`config.mk`:
```
export PLATFORM = sky130hd
export DESIGN_NAME = hav_sqrt_cell
export DESIGN_NICKNAME = d
export VERILOG_FILES = /design/src/hw/rtl/hav_pkg.sv /design/src/hw/rtl/hav_sqrt_cell.sv
export SDC_FILE = /design/constraint.sdc
export NUM_CORES = 1
export LEC_CHECK = 0
export BUFFER_PORTS_ARGS = -buffer_cell sky130_fd_sc_hd__buf_2
export CAP_MARGIN = 25
export CELL_PAD_IN_SITES_DETAIL_PLACEMENT = 1
export CELL_PAD_IN_SITES_GLOBAL_PLACEMENT = 1
export CORE_MARGIN = 2
export CORE_UTILIZATION = 42
export CTS_CLUSTER_DIAMETER = 40
export DETAILED_ROUTE_END_ITERATION = 12
export GPL_TIMING_DRIVEN = 0
export MAX_ROUTING_LAYER = met4
export PLACE_DENSITY_LB_ADDON = 0.1
export SLEW_MARGIN = 20
export SYNTH_ARGS = -nofsm -noshare
export SYNTH_HDL_FRONTEND = slang
export SYNTH_SLANG_ARGS = --single-unit
```
`constraint.sdc`:
```
create_clock -name clk -period 7.6 [get_ports clk]
set_input_delay 2.28 -clock clk [delete_from_list [all_inputs] [get_ports clk]]
set_output_delay 2.28 -clock clk [all_outputs]
set_load 0.03 [all_outputs]
```
`src/hw/rtl/hav_pkg.sv`:
```
// Shared constants and arithmetic helpers for the haversine distance pipeline.
package hav_pkg;

    // Default number of CORDIC iterations
    localparam int CORDIC_STAGES_DEF = 32;

    // Width of a reduced angle in 2^-24 degree units, and of the CORDIC datapath
    localparam int AW = 34;
    localparam int CW = 34;

    // Square root unit: root bits and radicand width
    localparam int ROOT_W = 31;
    localparam int REM_W  = 61;

    // CORDIC rotation gain, Q30
    localparam logic signed [CW-1:0] GAIN_Q30 = 34'sd652032874;

    // Angle reduction constants, 2^-24 degree units
    localparam logic signed [35:0] TURN_U24  = 36'sd6039797760;
    localparam logic signed [35:0] HALF_U24  = 36'sd3019898880;
    localparam logic signed [35:0] QUART_U24 = 36'sd1509949440;

    // Degree to radian scaling: pi * 2^31 split into two partial factors
    localparam logic [32:0] PI_Q31 = 33'd6746518852;
    localparam logic [15:0] PI_HI  = PI_Q31[32:17];
    localparam logic [16:0] PI_LO  = PI_Q31[16:0];

    // Half of the divisor 180 * 2^25, for rounding
    localparam logic [63:0] RAD_HALF = 64'd3019898880;

    // Divide by 45: multiply by ceil(2^30 / 45), exact for inputs below 2^25
    localparam logic [24:0] RECIP_45 = 25'd23860930;
    localparam logic [5:0]  DIV_45   = 6'd45;

    localparam logic [30:0] ONE_Q30    = 31'h4000_0000;
    localparam logic [33:0] DIST_MAX   = 34'h3_FFFF_FFFF;
    localparam logic [23:0] RADIUS_RST = 24'd6371000;

    // Arctangent of 2^-stage in Q30
    function automatic logic [30:0] atan_q30(input int stage);
        logic [30:0] val;
        case (stage)
            0:  val = 31'd843314856;
            1:  val = 31'd497837829;
            2:  val = 31'd263043836;
            3:  val = 31'd133525158;
            4:  val = 31'd67021686;
            5:  val = 31'd33543515;
            6:  val = 31'd16775850;
            7:  val = 31'd8388437;
            8:  val = 31'd4194282;
            9:  val = 31'd2097149;
            10: val = 31'd1048575;
            default:
            begin
                if (stage >= 11 && stage <= 30)
                    val = 31'((64'd1 << (30 - stage)) - 64'd1);
                else
                    val = '0;
            end
        endcase
        return val;
    endfunction

    // Q30 product of two magnitudes, rounded half up
    function automatic logic [33:0] mul_rnd(input logic [31:0] a, input logic [31:0] b);
        logic [63:0] prod;
        prod = 64'(a) * 64'(b) + 64'h2000_0000;
        return prod[63:30];
    endfunction

endpackage

```
`src/hw/rtl/hav_sqrt_cell.sv`:
```
// One result bit of a restoring integer square root, registered.
module hav_sqrt_cell #(
    parameter int BIT = 0
) (
    input  logic                         clk,
    input  logic                         en,
    input  logic [hav_pkg::REM_W-1:0]    rem_in,
    input  logic [hav_pkg::ROOT_W-1:0]   root_in,
    output logic [hav_pkg::REM_W-1:0]    rem_out,
    output logic [hav_pkg::ROOT_W-1:0]   root_out
);

    localparam int RW = hav_pkg::REM_W;
    localparam int QW = hav_pkg::ROOT_W;
    localparam int TW = RW + 2;

    logic [TW-1:0] trial;
    logic          take;
    logic [RW-1:0] rem_next;
    logic [QW-1:0] root_next;
    logic [RW-1:0] rem_reg;
    logic [QW-1:0] root_reg;

    // trial = 2*root*2^BIT + 4^BIT, subtract if it fits in the remainder
    always_comb
    begin
        trial     = (TW'(root_in) << (BIT + 1)) | (TW'(1) << (2 * BIT));
        take      = TW'(rem_in) >= trial;
        rem_next  = take ? rem_in - trial[RW-1:0] : rem_in;
        root_next = take ? root_in | (QW'(1) << BIT) : root_in;
    end

    always_ff @(posedge clk)
    begin
        if (en)
        begin
            rem_reg  <= rem_next;
            root_reg <= root_next;
        end
    end

    assign rem_out  = rem_reg;
    assign root_out = root_reg;

endmodule

```
==> results by group <==
Timing
  – Minimum clock period: 5560 ps
  – Max Clk Rate: 180 MHz
  – Unrepaired setup endpoints after global routing: no
  – Final Max Tran Viols: 0
  – Worst slew margin: 0.428
  – Setup TNS Final: 0 ps
  – Tcrit/Tclk final: 0.731
  – Final count of hold timing violations: 0
  – Final setup margin: 2040 ps
  – Least-Margin Pin Slew: 856 ps
  – Final setup fails: 0

Synth
  – Mapped cell area: 5930 um^2
  – Sequential fraction of the synthesis area: 0.466
  – YS warnings: 0
  – Syn Nets: 723
  – Number of enable flip-flop cells after synthesis: 92
  – Syn avg cell area: 9.96 um^2
  – #FFs+latches synth: 92
  – Async SR Flop Fraction: 0
  – Most numerous cell in the Yosys netlist: edfxtp_1
  – Distinct cells, synth: 54
  – Post-synth top flop: edfxtp_1
  – Cell count after synthesis: 596
  – Synth top cells by count: edfxtp_1 (92), nand2_1 (67), o21ai_0 (51)
  – Post-synth top area share: 0.466
  – Yosys top cell by area: edfxtp_1
  – Synth top area cells: edfxtp_1 (47%), ha_1 (6.7%), xor2_1 (4.6%)

Layout
  – Post-layout instance area: 7390 um^2
  – FILL cells: 1652
  – Synth-to-layout area growth: 24.5%
  – Layout Nets: 920
  – Layout cell share with drive strength beyond 1: 0.279

Critical path
  – Crit path launch type: primary input
  – Max Fanout on Critical Path: 9
  – Critical path class: primary input to flip-flop
  – WP data required: 7680 ps
  – Kind of end point of the critical path: flip-flop
  – Critical Path AT: 5640 ps

Die
  – Die Width: 123 um
  – Die height: 123 um
  – Die area: 15100 um^2
  – # IOs: 186
  – Initial Util: 0.429
  – Core Box Area: 13800 um^2
  – Rows: 43

Drt
  – Post-DR vias/cell: 5.59
  – Iter 0 DRT Violations: 332
  – Final ANT Viol Nets: 0
  – Routed length per instance: 20.2 um
  – Via count: 5483
  – Drt first pass iters: 5
  – DRC: 0
  – Routed WL: 19800 um

Clock network
  – Htree depth: 3
  – Clock Sinks: 92
  – CTS Buffer Depth: 2
  – CTS buffer count: 9
  – CTS Hold Bufs: 0
  – CTS tree: yes
  – Clock-pin slew on the worst setup and hold paths: 70 ps
  – Post-CTS setup buffer count: 0
  – PostCTS Resize Cnt: 0
  – CTS Root Cell: clkbuf_16

Power and ir drop
  – Leak: 3.06 nW
  – P per Cell Area: 205 nW/um^2
  – Max VDD drop: 0.0943 mV

GRT
  – Largest net degree at the start of global routing: 52
  – Vias in the first global route: 5711
  – Initial antenna violation count: 2
  – Grt ovf: 0
  – First-pass GRT wire length: 29700 um
  – Tot GR Track Use: 0.268

Status
  – Status: completed

Placed design
  – Cell Area, Placed: 7110 um^2
  – HPWL Detailed: 15600 um
  – IO Port Bufs: 185
  – RD Place Congestion: 0.853
  – Post-Place Setup Slack: 1700 ps

Min path
  – HP Start: root_in[14]
  – Min-Delay Endpoint: root_out[14]
  – Hold Path Cell Cnt: 1
  – Hold Crit Class: primary input to flip-flop

Flow run
  – Max Cap Viol: 0
==> layout make-up <==
class	count	area [um^2]	area share
diodes	2	5.00	0.000677
plain buffers	25	116	0.0157
clock buffers	10	229	0.0310
clock inverters	6	41.3	0.00559
inverters	36	135	0.0183
multi-input cells	443	2920	0.395
flip-flops and latches	92	2760	0.374
well taps	180	225	0.0305
repair buffers	186	956	0.129
==> metal layers <==
| layer | wire [um] | vias up | GRT usage |
|---|---|---|---|
| met1 | 7880 | 2684 | 0.300 |
| met3 | 820 | 37 | 0.0288 |
| met5 | 0 | - | - |
| li1 | - | 2598 | - |
| met4 | 525 | 0 | 0.102 |
| met2 | 10600 | 164 | 0.488 |
==> layout by cell type, fill, tap and decap left out, types with 3 or more instances in the layout <==
cell type | synthesis | layout
a21o_1 | 13 | 13
or3_1 | 6 | 6
nand3_1 | 15 | 15
o21bai_1 | 4 | 4
nand2b_1 | 8 | 8
inv_1 | 36 | 36
nor3b_1 | 3 | 3
edfxtp_1 | 92 | 92
and2_1 | 4 | 4
or2_2 | 4 | 4
and3_1 | 3 | 3
o21ai_1 | 3 | 3
nand2_1 | 67 | 67
nor2b_1 | 3 | 3
clkbuf_1 | 15 | 16
a211oi_1 | 11 | 11
or4_1 | 9 | 9
o21a_1 | 8 | 8
xnor2_1 | 28 | 28
clkbuf_16 | 0 | 9
xor2_1 | 31 | 31
buf_4 | 4 | 5
o21ai_0 | 51 | 51
nand4_1 | 14 | 14
o211ai_1 | 5 | 5
nor2_1 | 25 | 25
nor3_1 | 18 | 18
nor4_1 | 11 | 11
ha_1 | 32 | 32
a21boi_0 | 3 | 3
a21oi_1 | 34 | 34
buf_2 | 5 | 189
a31oi_1 | 4 | 4
==> kinds of logic after synthesis <==
family | count (synthesis) | share of synthesized area
fa+ha+maj | 33 | 0.0709
mux | 1 | 0.00190
compound gates | 152 | 0.162
xor+xnor | 59 | 0.0871
buf+inv | 61 | 0.0424
flops | 92 | 0.466
simple gates | 198 | 0.171
==> stage by stage <==
step	instances	hold WS (ps)	total power, mW	util
3_3_place_gp	961	2470	1.08	0.512
3_5_place_dp	962	2470	1.09	0.515
2_1_floorplan	596	2380	0.936	-
4_1_cts	978	2110	1.52	0.534
5_1_grt	980	2110	1.57	0.534
6_report	980	2110	1.51	0.534
==> worst max-delay path, stage by stage <==
cell and delay (ps):
buf_2 90, inv_1 40, ha_1 250, clkbuf_1 330, nand2_1 90, o21ai_0 450
a211oi_1 240, a211oi_2 480, a211oi_4 170, or4b_1 580, a211oi_1 510, xor2_1 120
==> power breakdown <==
part	leakage (nW)	switching (mW)	internal, mW
clock network	0.126	0.206	0.222
logic	2.04	0.302	0.139
registers	0.901	0.0142	0.628
total	3.06	0.523	0.989
==> flip-flops by register name, summed over array words and instances, names as in the netlist <==
name	flops
rem_out	61
root_out	31
==> how the worst max path moves through the flow <==
stage                        endpoint  cells after the start        start
after global routing      rem_out[46]                     12   root_in[6]
after CTS                 rem_out[46]                     12   root_in[6]
after global placement    rem_out[46]                     12   root_in[6]
final                     rem_out[46]                     12   root_in[6]
after detailed placement  rem_out[46]                     12   root_in[6]
after floorplan           rem_out[27]                     10  root_in[29]
Note: power is estimated with default switching activity, not from simulation.
