[src/hw/rtl/hav_pkg.sv]
// Shared constants and arithmetic helpers for the haversine distance pipeline.
package hav_pkg;

    // Default number of CORDIC iterations
    localparam int CORDIC_STAGES_DEF = 32;

    // Width of a reduced angle in 2^-24 degree units, and of the CORDIC datapath
    localparam int AW = 34;
    localparam int CW = 34;

    // Square root unit: root bits and radicand width
    localparam int ROOT_W = 31;
    localparam int REM_W  = 61;

    // CORDIC rotation gain, Q30
    localparam logic signed [CW-1:0] GAIN_Q30 = 34'sd652032874;

    // Angle reduction constants, 2^-24 degree units
    localparam logic signed [35:0] TURN_U24  = 36'sd6039797760;
    localparam logic signed [35:0] HALF_U24  = 36'sd3019898880;
    localparam logic signed [35:0] QUART_U24 = 36'sd1509949440;

    // Degree to radian scaling: pi * 2^31 split into two partial factors
    localparam logic [32:0] PI_Q31 = 33'd6746518852;
    localparam logic [15:0] PI_HI  = PI_Q31[32:17];
    localparam logic [16:0] PI_LO  = PI_Q31[16:0];

    // Half of the divisor 180 * 2^25, for rounding
    localparam logic [63:0] RAD_HALF = 64'd3019898880;

    // Divide by 45: multiply by ceil(2^30 / 45), exact for inputs below 2^25
    localparam logic [24:0] RECIP_45 = 25'd23860930;
    localparam logic [5:0]  DIV_45   = 6'd45;

    localparam logic [30:0] ONE_Q30    = 31'h4000_0000;
    localparam logic [33:0] DIST_MAX   = 34'h3_FFFF_FFFF;
    localparam logic [23:0] RADIUS_RST = 24'd6371000;

    // Arctangent of 2^-stage in Q30
    function automatic logic [30:0] atan_q30(input int stage);
        logic [30:0] val;
        case (stage)
            0:  val = 31'd843314856;
            1:  val = 31'd497837829;
            2:  val = 31'd263043836;
            3:  val = 31'd133525158;
            4:  val = 31'd67021686;
            5:  val = 31'd33543515;
            6:  val = 31'd16775850;
            7:  val = 31'd8388437;
            8:  val = 31'd4194282;
            9:  val = 31'd2097149;
            10: val = 31'd1048575;
            default:
            begin
                if (stage >= 11 && stage <= 30)
                    val = 31'((64'd1 << (30 - stage)) - 64'd1);
                else
                    val = '0;
            end
        endcase
        return val;
    endfunction

    // Q30 product of two magnitudes, rounded half up
    function automatic logic [33:0] mul_rnd(input logic [31:0] a, input logic [31:0] b);
        logic [63:0] prod;
        prod = 64'(a) * 64'(b) + 64'h2000_0000;
        return prod[63:30];
    endfunction

endpackage

[src/hw/rtl/hav_cordic_cell.sv]
// One CORDIC iteration with its own output register.
module hav_cordic_cell #(
    parameter int STAGE  = 0,
    parameter bit VECTOR = 1'b0
) (
    input  logic                            clk,
    input  logic                            en,
    input  logic signed [hav_pkg::CW-1:0]   x_in,
    input  logic signed [hav_pkg::CW-1:0]   y_in,
    input  logic signed [hav_pkg::CW-1:0]   z_in,
    output logic signed [hav_pkg::CW-1:0]   x_out,
    output logic signed [hav_pkg::CW-1:0]   y_out,
    output logic signed [hav_pkg::CW-1:0]   z_out
);

    localparam int CW = hav_pkg::CW;
    localparam logic signed [CW-1:0] ATAN = $signed(CW'(hav_pkg::atan_q30(STAGE)));

    logic signed [CW-1:0] dx;
    logic signed [CW-1:0] dy;
    logic                 grow;
    logic signed [CW-1:0] x_next;
    logic signed [CW-1:0] y_next;
    logic signed [CW-1:0] z_next;
    logic signed [CW-1:0] x_reg;
    logic signed [CW-1:0] y_reg;
    logic signed [CW-1:0] z_reg;

    // vectoring drives y to zero, rotation drives z to zero
    always_comb
    begin
        dx   = y_in >>> STAGE;
        dy   = x_in >>> STAGE;
        grow = VECTOR ? ~y_in[CW-1] : z_in[CW-1];
        if (grow)
        begin
            x_next = x_in + dx;
            y_next = y_in - dy;
            z_next = z_in + ATAN;
        end
        else
        begin
            x_next = x_in - dx;
            y_next = y_in + dy;
            z_next = z_in - ATAN;
        end
    end

    always_ff @(posedge clk)
    begin
        if (en)
        begin
            x_reg <= x_next;
            y_reg <= y_next;
            z_reg <= z_next;
        end
    end

    assign x_out = x_reg;
    assign y_out = y_reg;
    assign z_out = z_reg;

endmodule

[config.mk]
export PLATFORM = sky130hd
export DESIGN_NAME = hav_cordic_cell
export DESIGN_NICKNAME = d
export VERILOG_FILES = /design/src/hw/rtl/hav_pkg.sv /design/src/hw/rtl/hav_cordic_cell.sv
export SDC_FILE = /design/constraint.sdc
export NUM_CORES = 1
export LEC_CHECK = 0
export ABC_AREA = 0
export BUFFER_PORTS_ARGS = -buffer_cell sky130_fd_sc_hd__buf_4
export CELL_PAD_IN_SITES_DETAIL_PLACEMENT = 1
export CELL_PAD_IN_SITES_GLOBAL_PLACEMENT = 1
export CORE_UTILIZATION = 43
export DETAILED_ROUTE_END_ITERATION = 10
export PLACE_DENSITY_LB_ADDON = 0.1
export SETUP_SLACK_MARGIN = 0.1
export SLEW_MARGIN = 20
export SYNTH_ARGS = -nofsm -noshare
export SYNTH_HDL_FRONTEND = slang
export SYNTH_SLANG_ARGS = --single-unit
[constraint.sdc]
create_clock -name clk -period 5.47 [get_ports clk]
set_clock_uncertainty 0.15 [all_clocks]
set_input_delay 1.094 -clock clk [delete_from_list [all_inputs] [get_ports clk]]
set_output_delay 1.094 -clock clk [all_outputs]
set_load 0.01 [all_outputs]
==> flow_metrics.py <==
metrics = {
    "status": {
        "outcome": "complete, no violations",
    },
    "floorplanning": {
        "start_util_pct": 44.4,
        "die_y_um": 156,
        "rows": 55,
        "die_area_um2": 24200,
        "die_x_um": 156,
        "ios": 206,
        "coreArea_um2": 22800,
    },
    "detailed_routing": {
        "drc": 0,
        "routed_via_density": 5.70,
        "final_antenna_net_count": 0,
        "firstDrtPassIters": 4,
        "wl_per_cell_um": 19.9,
        "wl_um": 32900,
        "met1_length_um": 14800,
        "drt_first_iter_violations": 367,
        "top_layer": "met4",
        "wl_met2_um": 16300,
        "dr_wl_met3_um": 1210,
        "dr_total_vias": 9430,
    },
    "timing": {
        "fmax_mhz": 225,
        "hold_violations": 0,
        "fin_tns_setup_ns": 0,
        "tightest_slew_ns": 1.01,
        "slew-limit-headroom_pct": 32.4,
        "post-route-min-period_ns": 4.45,
        "post-route-period-util_pct": 81.4,
        "maxSlewViolCount": 0,
        "rsz0062_at_grt": "false",
        "worst_slack_ns": 1.02,
        "setup_viol": 0,
        "worst_hold_slack_ns": 0.750,
    },
    "clocking": {
        "cts_buffer_depth": 2,
        "clkTransAtPathRegs_ns": 0.09,
        "cts_tree": "done",
        "htreeDepth": 3,
        "holdBufCountCts": 0,
        "cts_setup_buffers": 0,
        "cts.sinks": 101,
        "root_buffer": "clkbuf_16",
        "cts_made_buffers": 9,
        "cts-resized-gates": 0,
    },
    "logic_synthesis": {
        "async_flop_share_pct": 0,
        "ys_seq_elements": 101,
        "synth_nets": 1398,
        "postSynthAreaPerCell_um2": 8.73,
        "netlist_instances": 1161,
        "synth_ff_type": "edfxtp_1",
        "ys_types": 65,
        "synth-edff-count": 101,
        "synth_area_um2": 10100,
        "ys_seq_area_share_pct": 29.9,
        "yosysWarnings": 0,
    },
    "global_route": {
        "grt_pass1_vias": 9613,
        "antenna_found_initial": 0,
        "grt_overflow": 0,
        "grt_max_degree": 74,
        "grt_pass1_wl_um": 51300,
        "track_usage_pct": 27.0,
    },
    "power": {
        "pwr_density_cell_nw_per_um2": 246,
        "leakage_nw": 5.51,
        "ir_drop_mv": 0.130,
    },
    "place": {
        "placed_cells": 1639,
        "hpwl_um": 26100,
        "place.gp.congestion": 0.909,
        "io_buffers": 205,
        "place_ws_ns": 0.744,
    },
    "critical_path": {
        "required_ns": 5.43,
        "path_max_fanout": 18,
        "crit_path_start_kind": "primary input",
        "critPathCapture": "x_out[28]",
        "startpoint": "x_in[11]",
        "crit_type": "primary input to flop",
        "critPathArrivalTime_ns": 4.42,
        "cp-end-kind": "flop",
    },
    "layout": {
        "layout.cells.non_filler": 1655,
        "fin_util_pct": 53.5,
        "syn_to_final_growth_pct": 20.5,
        "n_antenna_cell": 0,
        "drive_above_1_share_pct": 18.3,
        "nets": 1574,
    },
    "worst_hold_path": {
        "hp-class": "primary input to flop",
    },
    "run": {
        "drv_cap": 0,
    },
}
==> cell type report <==
| class | instances | area [um^2] |
|---|---|---|
| fillers | 2766 | 10600 |
| well taps | 313 | 392 |
| repair buffers | 212 | 1590 |
| inverters | 111 | 417 |
| clock inverters | 7 | 73.8 |
| clock buffers | 9 | 225 |
| flip-flops and latches | 101 | 3030 |
| multi-input cells | 902 | 6490 |
==> where the power goes <==
group / switching, mW / internal, mW / total, mW
Combinational: 0.710 / 0.533 / 1.24
Clock: 0.367 / 0.326 / 0.693
Sequential: 0.0460 / 1.03 / 1.07
==> worst min path at each step <==
stage,from,cells after the start,end
2_1_floorplan,z_in[0],0,z_out[0]
3_3_place_gp,z_in[0],1,z_out[0]
3_5_place_dp,z_in[1],1,z_out[1]
4_1_cts,z_in[1],1,z_out[1]
5_1_grt,z_in[2],1,z_out[2]
6_report,z_in[2],1,z_out[2]
==> registers in the layout, indices dropped and copies added (netlist names) <==
name   flops
x_out     34
z_out     34
y_out     33
==> cells by family after synthesis <==
group	Yosys count	share of synthesized area [%]
and+or+nand+nor	257	12.3
adders and majority gates	133	16.7
xor gates and xnor gates	92	7.95
DFF	101	29.9
muxes	23	2.27
AOI/OAI and AO/OA	397	24.8
buffers and inverters	158	6.11
==> synthesized netlist by cell type, types with 23 or more instances <==
cell type | number | area (um^2)
a21oi_1 | 131 | 656
ha_1 | 129 | 1610
edfxtp_1 | 101 | 3030
a21o_1 | 39 | 293
xor2_1 | 23 | 201
inv_1 | 109 | 409
o21ai_0 | 78 | 390
mux2i_1 | 23 | 230
clkbuf_1 | 28 | 105
nor2_1 | 91 | 342
xnor2_1 | 69 | 604
nand2_1 | 46 | 173
==> stage by stage <==
step                area (um^2)  power (mW)
floorplan                 10100        1.81
global placement          11900        2.30
detailed placement        11900        2.33
CTS                       12200        3.01
global route              12200        3.16
finish                    12200        3.01
==> cell usage in the layout, fill, tap and decap left out, types with 4 or more instances in the layout <==
cell,count
nor4_1,4
o21ai_1,9
xnor2_1,69
nor3_1,20
nor2b_1,18
buf_4,212
and3_1,8
clkbuf_16,9
a31o_2,4
and2_1,4
or2_2,4
nand2b_1,12
o21bai_1,17
a211oi_1,12
a21o_1,39
o21a_1,17
nand4_1,14
o31ai_1,6
nor2_1,91
nand2_1,46
xor2_1,23
inv_1,108
a221o_1,5
edfxtp_1,101
mux2i_1,23
ha_1,129
o22ai_1,6
a31oi_1,11
fa_1,4
a21oi_1,131
o211ai_1,16
a2111oi_0,6
a21boi_0,5
a211o_1,8
nand3_1,13
o21ai_0,78
or3_1,9
==> layer usage <==
| metal | vias up | GRT usage, % |
|---|---|---|
| li1 | 4528 | - |
| met1 | 4637 | 34.5 |
| met3 | 37 | 3.31 |
| met4 | 0 | 7.00 |
| met5 | - | 0 |
| met2 | 228 | 47.9 |
==> critical path, stage by stage <==
cell	delay [ns]
buf_4	0.09
inv_1	0.04
ha_1	0.66
and4_1	0.36
nor3b_1	0.35
nand3_1	0.23
a21oi_1	0.35
o21ai_0	0.19
buf_4	0.18
o21ai_0	0.38
nand2_1	0.11
a31o_2	0.26
xnor2_1	0.11
(Power assumes the default switching activity.)
