## src/hw/rtl/hav_pkg.sv

```systemverilog
// Shared constants and arithmetic helpers for the haversine distance pipeline.
package hav_pkg;

    // Default number of CORDIC iterations
    localparam int CORDIC_STAGES_DEF = 32;

    // Width of a reduced angle in 2^-24 degree units, and of the CORDIC datapath
    localparam int AW = 34;
    localparam int CW = 34;

    // Square root unit: root bits and radicand width
    localparam int ROOT_W = 31;
    localparam int REM_W  = 61;

    // CORDIC rotation gain, Q30
    localparam logic signed [CW-1:0] GAIN_Q30 = 34'sd652032874;

    // Angle reduction constants, 2^-24 degree units
    localparam logic signed [35:0] TURN_U24  = 36'sd6039797760;
    localparam logic signed [35:0] HALF_U24  = 36'sd3019898880;
    localparam logic signed [35:0] QUART_U24 = 36'sd1509949440;

    // Degree to radian scaling: pi * 2^31 split into two partial factors
    localparam logic [32:0] PI_Q31 = 33'd6746518852;
    localparam logic [15:0] PI_HI  = PI_Q31[32:17];
    localparam logic [16:0] PI_LO  = PI_Q31[16:0];

    // Half of the divisor 180 * 2^25, for rounding
    localparam logic [63:0] RAD_HALF = 64'd3019898880;

    // Divide by 45: multiply by ceil(2^30 / 45), exact for inputs below 2^25
    localparam logic [24:0] RECIP_45 = 25'd23860930;
    localparam logic [5:0]  DIV_45   = 6'd45;

    localparam logic [30:0] ONE_Q30    = 31'h4000_0000;
    localparam logic [33:0] DIST_MAX   = 34'h3_FFFF_FFFF;
    localparam logic [23:0] RADIUS_RST = 24'd6371000;

    // Arctangent of 2^-stage in Q30
    function automatic logic [30:0] atan_q30(input int stage);
        logic [30:0] val;
        case (stage)
            0:  val = 31'd843314856;
            1:  val = 31'd497837829;
            2:  val = 31'd263043836;
            3:  val = 31'd133525158;
            4:  val = 31'd67021686;
            5:  val = 31'd33543515;
            6:  val = 31'd16775850;
            7:  val = 31'd8388437;
            8:  val = 31'd4194282;
            9:  val = 31'd2097149;
            10: val = 31'd1048575;
            default:
            begin
                if (stage >= 11 && stage <= 30)
                    val = 31'((64'd1 << (30 - stage)) - 64'd1);
                else
                    val = '0;
            end
        endcase
        return val;
    endfunction

    // Q30 product of two magnitudes, rounded half up
    function automatic logic [33:0] mul_rnd(input logic [31:0] a, input logic [31:0] b);
        logic [63:0] prod;
        prod = 64'(a) * 64'(b) + 64'h2000_0000;
        return prod[63:30];
    endfunction

endpackage

```

## src/hw/rtl/hav_rad_conv.sv

```systemverilog
// Angle reduction and degree to Q30 radian conversion, seven register stages.
module hav_rad_conv (
    input  logic                            clk,
    input  logic                            en,
    input  logic signed [hav_pkg::AW-1:0]   ang,
    output logic signed [hav_pkg::CW-1:0]   z,
    output logic                            neg
);

    localparam int CW = hav_pkg::CW;

    logic signed [35:0] ang_ext;
    logic signed [35:0] wrap_next;
    logic signed [32:0] wrap_reg;
    logic signed [35:0] fold_v;
    logic               fold_neg;
    logic [35:0]        mag_v;
    logic [30:0]        mag_reg;
    logic [1:0]         flag_reg [5];
    logic [46:0]        phi_reg;
    logic [47:0]        plo_reg;
    logic [63:0]        sum_v;
    logic [36:0]        m_reg;
    logic [43:0]        q1_prod;
    logic [13:0]        q1_reg;
    logic [18:0]        mh_reg;
    logic [17:0]        ml_reg;
    logic [18:0]        r1_v;
    logic [23:0]        t_reg;
    logic [13:0]        q1b_reg;
    logic [48:0]        q2_prod;
    logic [31:0]        rad_v;
    logic signed [CW-1:0] rad_s;
    logic signed [CW-1:0] z_reg;
    logic               neg_reg;

    // wrap into [-180, 180)
    always_comb
    begin
        ang_ext = 36'(ang);
        if (ang_ext >= hav_pkg::HALF_U24)
            wrap_next = ang_ext - hav_pkg::TURN_U24;
        else if (ang_ext < -hav_pkg::HALF_U24)
            wrap_next = ang_ext + hav_pkg::TURN_U24;
        else
            wrap_next = ang_ext;
    end

    // fold into [-90, 90], sine and cosine change sign
    always_comb
    begin
        fold_v   = 36'(wrap_reg);
        fold_neg = 1'b0;
        if (fold_v > hav_pkg::QUART_U24)
        begin
            fold_v   = fold_v - hav_pkg::HALF_U24;
            fold_neg = 1'b1;
        end
        else if (fold_v < -hav_pkg::QUART_U24)
        begin
            fold_v   = fold_v + hav_pkg::HALF_U24;
            fold_neg = 1'b1;
        end
        mag_v = fold_v[35] ? 36'(-fold_v) : 36'(fold_v);
    end

    // scale, then divide by 180 * 2^25 as a shift and a divide by 45
    always_comb
    begin
        sum_v   = (64'(phi_reg) << 17) + 64'(plo_reg) + hav_pkg::RAD_HALF;
        q1_prod = 44'(m_reg[36:18]) * 44'(hav_pkg::RECIP_45);
        r1_v    = mh_reg - 19'(q1_reg) * 19'(hav_pkg::DIV_45);
        q2_prod = 49'(t_reg) * 49'(hav_pkg::RECIP_45);
        rad_v   = {q1b_reg, q2_prod[47:30]};
        rad_s   = $signed({2'b00, rad_v});
    end

    // pipeline registers
    always_ff @(posedge clk)
    begin
        if (en)
        begin
            wrap_reg    <= 33'(wrap_next);
            mag_reg     <= mag_v[30:0];
            flag_reg[0] <= {fold_neg, fold_v[35]};
            for (int i = 1; i < 5; i++)
                flag_reg[i] <= flag_reg[i-1];
            phi_reg     <= 47'(mag_reg) * 47'(hav_pkg::PI_HI);
            plo_reg     <= 48'(mag_reg) * 48'(hav_pkg::PI_LO);
            m_reg       <= sum_v[63:27];
            q1_reg      <= q1_prod[43:30];
            mh_reg      <= m_reg[36:18];
            ml_reg      <= m_reg[17:0];
            t_reg       <= {r1_v[5:0], ml_reg};
            q1b_reg     <= q1_reg;
            z_reg       <= flag_reg[4][0] ? -rad_s : rad_s;
            neg_reg     <= flag_reg[4][1];
        end
    end

    assign z   = z_reg;
    assign neg = neg_reg;

endmodule

```

## config.mk

```make
export PLATFORM = sky130hd
export DESIGN_NAME = hav_rad_conv
export DESIGN_NICKNAME = d
export VERILOG_FILES = /design/src/hw/rtl/hav_pkg.sv /design/src/hw/rtl/hav_rad_conv.sv
export SDC_FILE = /design/constraint.sdc
export NUM_CORES = 2
export LEC_CHECK = 0
export ABC_AREA = 1
export BUFFER_PORTS_ARGS = -buffer_cell sky130_fd_sc_hd__buf_4
export CORE_AREA = 2 2 266 321
export CTS_CLUSTER_SIZE = 24
export DETAILED_ROUTE_END_ITERATION = 16
export DIE_AREA = 0 0 268 323
export PLACE_DENSITY = 0.67
export SKIP_LAST_GASP = 1
export SYNTH_ARGS = -nofsm -noshare
export SYNTH_HDL_FRONTEND = slang
export SYNTH_SLANG_ARGS = --single-unit
```

## constraint.sdc

```tcl
create_clock -name clk -period 10.4 [get_ports clk]
set_clock_uncertainty 0.2 [all_clocks]
set_input_delay 3.12 -clock clk [delete_from_list [all_inputs] [get_ports clk]]
set_output_delay 3.12 -clock clk [all_outputs]
set_load 0.005 [all_outputs]
```

==> metrics.txt <==
Worst-Skew Late Latency 0.58 ns; Critical Path RT 10.53 ns; Syn Inst Count 4,971; Core Util, Final 0.581; crit share post-route 0.697; crit-path max cell delay 0.54 ns; Synth cell types 54; post-synthesis register bit count 300; Worst-path clk slew 0.07 ns; H-Tree Depth 2; commonest register cell after synthesis edfxtp_1; Final setup violation count 0; CP most frequent cell nand2_1; ant diodes 0; Final min period 7.25 ns; first-pass GRT wire length 181,000 µm; Worst slew margin 0.351; Reg area 0.00901 mm²; residual DRC count 0; EDFF count, synth 300; maximum clock path buffer count 3; final net count 6,484; pin count of the biggest net entering global routing 172; post-cts sizing count 0; syn_area_per_cell 9.18 µm²; cell area after synthesis 0.0456 mm²; Starting Density 0.544; Tot GR Track Use 0.271; first drt pass iteration count 7; Post CTS Setup Buffer Count 0; area of the multi-input gates 0.0317 mm²; total gr overflow 0; Final ANT Viol Nets 0; Hold Vio Cnt, Final 0; die area 0.0866 mm²; DIE WIDTH 268 µm; CP max stage cell edfxtp_1; TritonCTS buffer count 36; Hold WC Path Type register to register; hpwl dp 98,100 µm; synthesis-to-finish area growth 6.91%; Hold Buf Count CTS 0; share of cells above drive strength 1 0.0427; core area 0.0839 mm²; status finished clean; type of destination of the critical path register; Iter 0 DRT Violations 1,435; crit start category register; setup slack, reg-to-reg 3.15 ns; Max Cap Viol 0; Placer Congestion 0.973; Fill cells 7,478; Synth Warn # 0; Worst-Margin Slew 0.974 ns; WL/cell 18.1 µm; sum of negative setup slack 0 ns; sequential area share after synthesis 0.197; IO Pins 71; Synthesized Nets 6,381; port bufs 70; CTS tree yes; f_max 0.138 GHz; worst hold slack 0.207 ns; worst-path fanout max 8; initial antenna violation count 0; root buf cell clkbuf_16; Die Y 323 µm; CTS sink count 300; Async SR Flop Fraction 0; vias per inst 5.23; RSZ-0062 raised after global routing false; CP Data Arrival Time 7.38 ns; max FFs per register 47; vias in the first global route 35,244; CP Class register to register; # rows 117; Slew Limit Fails 0; via count 32,571; Total Wirelength 112,000 µm
cell families after synthesis:
| family | after synthesis | share of synthesized area |
|---|---|---|
| adders and majority gates | 1374 | 0.473 |
| and+or+nand+nor | 1295 | 0.121 |
| xor gates and xnor gates | 206 | 0.0395 |
| DFF | 300 | 0.197 |
| buffers and inverters | 1298 | 0.107 |
| muxes | 1 | 0.000219 |
| AOI/OAI and AO/OA | 497 | 0.0611 |
layout by cell type (no fill, tap or decap), types with 9 or more instances in the layout:
cell	n
a21o_1	14
a21oi_1	234
a31oi_1	45
buf_4	72
clkbuf_16	38
edfxtp_1	300
fa_1	587
ha_1	787
inv_1	1271
inv_2	18
nand2_1	701
nand2_2	27
nand3_1	129
nand4_1	51
nor2_1	288
nor2_2	14
nor2_4	9
nor3_1	34
nor4_1	14
o21a_1	22
o21ai_0	122
o21bai_1	13
xnor2_1	59
xor2_1	147
through the flow:
step                std cells  setup slack [ns]  cell area (µm²)
global placement         6166              3.25            47600
global route             6232              2.75            48800
CTS                      6232              3.14            48800
detailed placement       6166              3.17            47600
floorplan                4971              3.78            45600
finish                   6232              3.15            48800
synth_stat cells (9+ instances only):
library cell     n  share of area
inv_1         1271           0.10
ha_1           787           0.22
nand2_1        701          0.058
fa_1           587           0.26
edfxtp_1       300           0.20
nor2_1         288          0.024
a21oi_1        234          0.026
xor2_1         147          0.028
nand3_1        129          0.014
o21ai_0        122          0.013
xnor2_1         59          0.011
nand4_1         51         0.0070
a31oi_1         45         0.0062
nor3_1          34         0.0037
nand2_2         27         0.0037
o21a_1          22         0.0036
inv_2           18         0.0015
a21o_1          14         0.0023
nor2_2          14         0.0019
nor4_1          14         0.0019
o21bai_1        13         0.0021
nor2_4           9         0.0022
layout make-up:
class	instances	share of cell area
multi-input combinational	3373	0.651
sequential	300	0.185
inverter	1289	0.0992
tap	1130	0.0290
clock buffer	43	0.0199
timing repair buffer	74	0.0118
clock inverter	23	0.00480
metal layers:
layer,share of wire,GRT usage
met1,0.39,0.298
met2,0.54,0.526
met3,0.025,0.0233
met4,0.046,0.113
met5,0,0
path summary, 6_finish.rpt:
check,depth (start not counted),from,endpoint
min reg2reg,0,ml_reg[3]$_DFFE_PP_,t_reg[3]$_DFFE_PP_
max reg2reg,32,t_reg[1]$_DFFE_PP_,z[30]$_DFFE_PP_
max,32,t_reg[1]$_DFFE_PP_,z[30]$_DFFE_PP_
min,0,ml_reg[3]$_DFFE_PP_,t_reg[3]$_DFFE_PP_
critical path, delay by kind of cell (launching register included):
family                   cells  cell delay (ns)
AND/OR/NAND/NOR             17             1.91
buffers and inverters        5             0.32
flip-flops                   1             0.54
XOR/XNOR                     1             0.22
adder cells (fa/ha/maj)      9             3.81
Power is left out: the tool's default activity adds up to more than one toggle a clock period on the data nets, which glitch-free logic cannot reach.
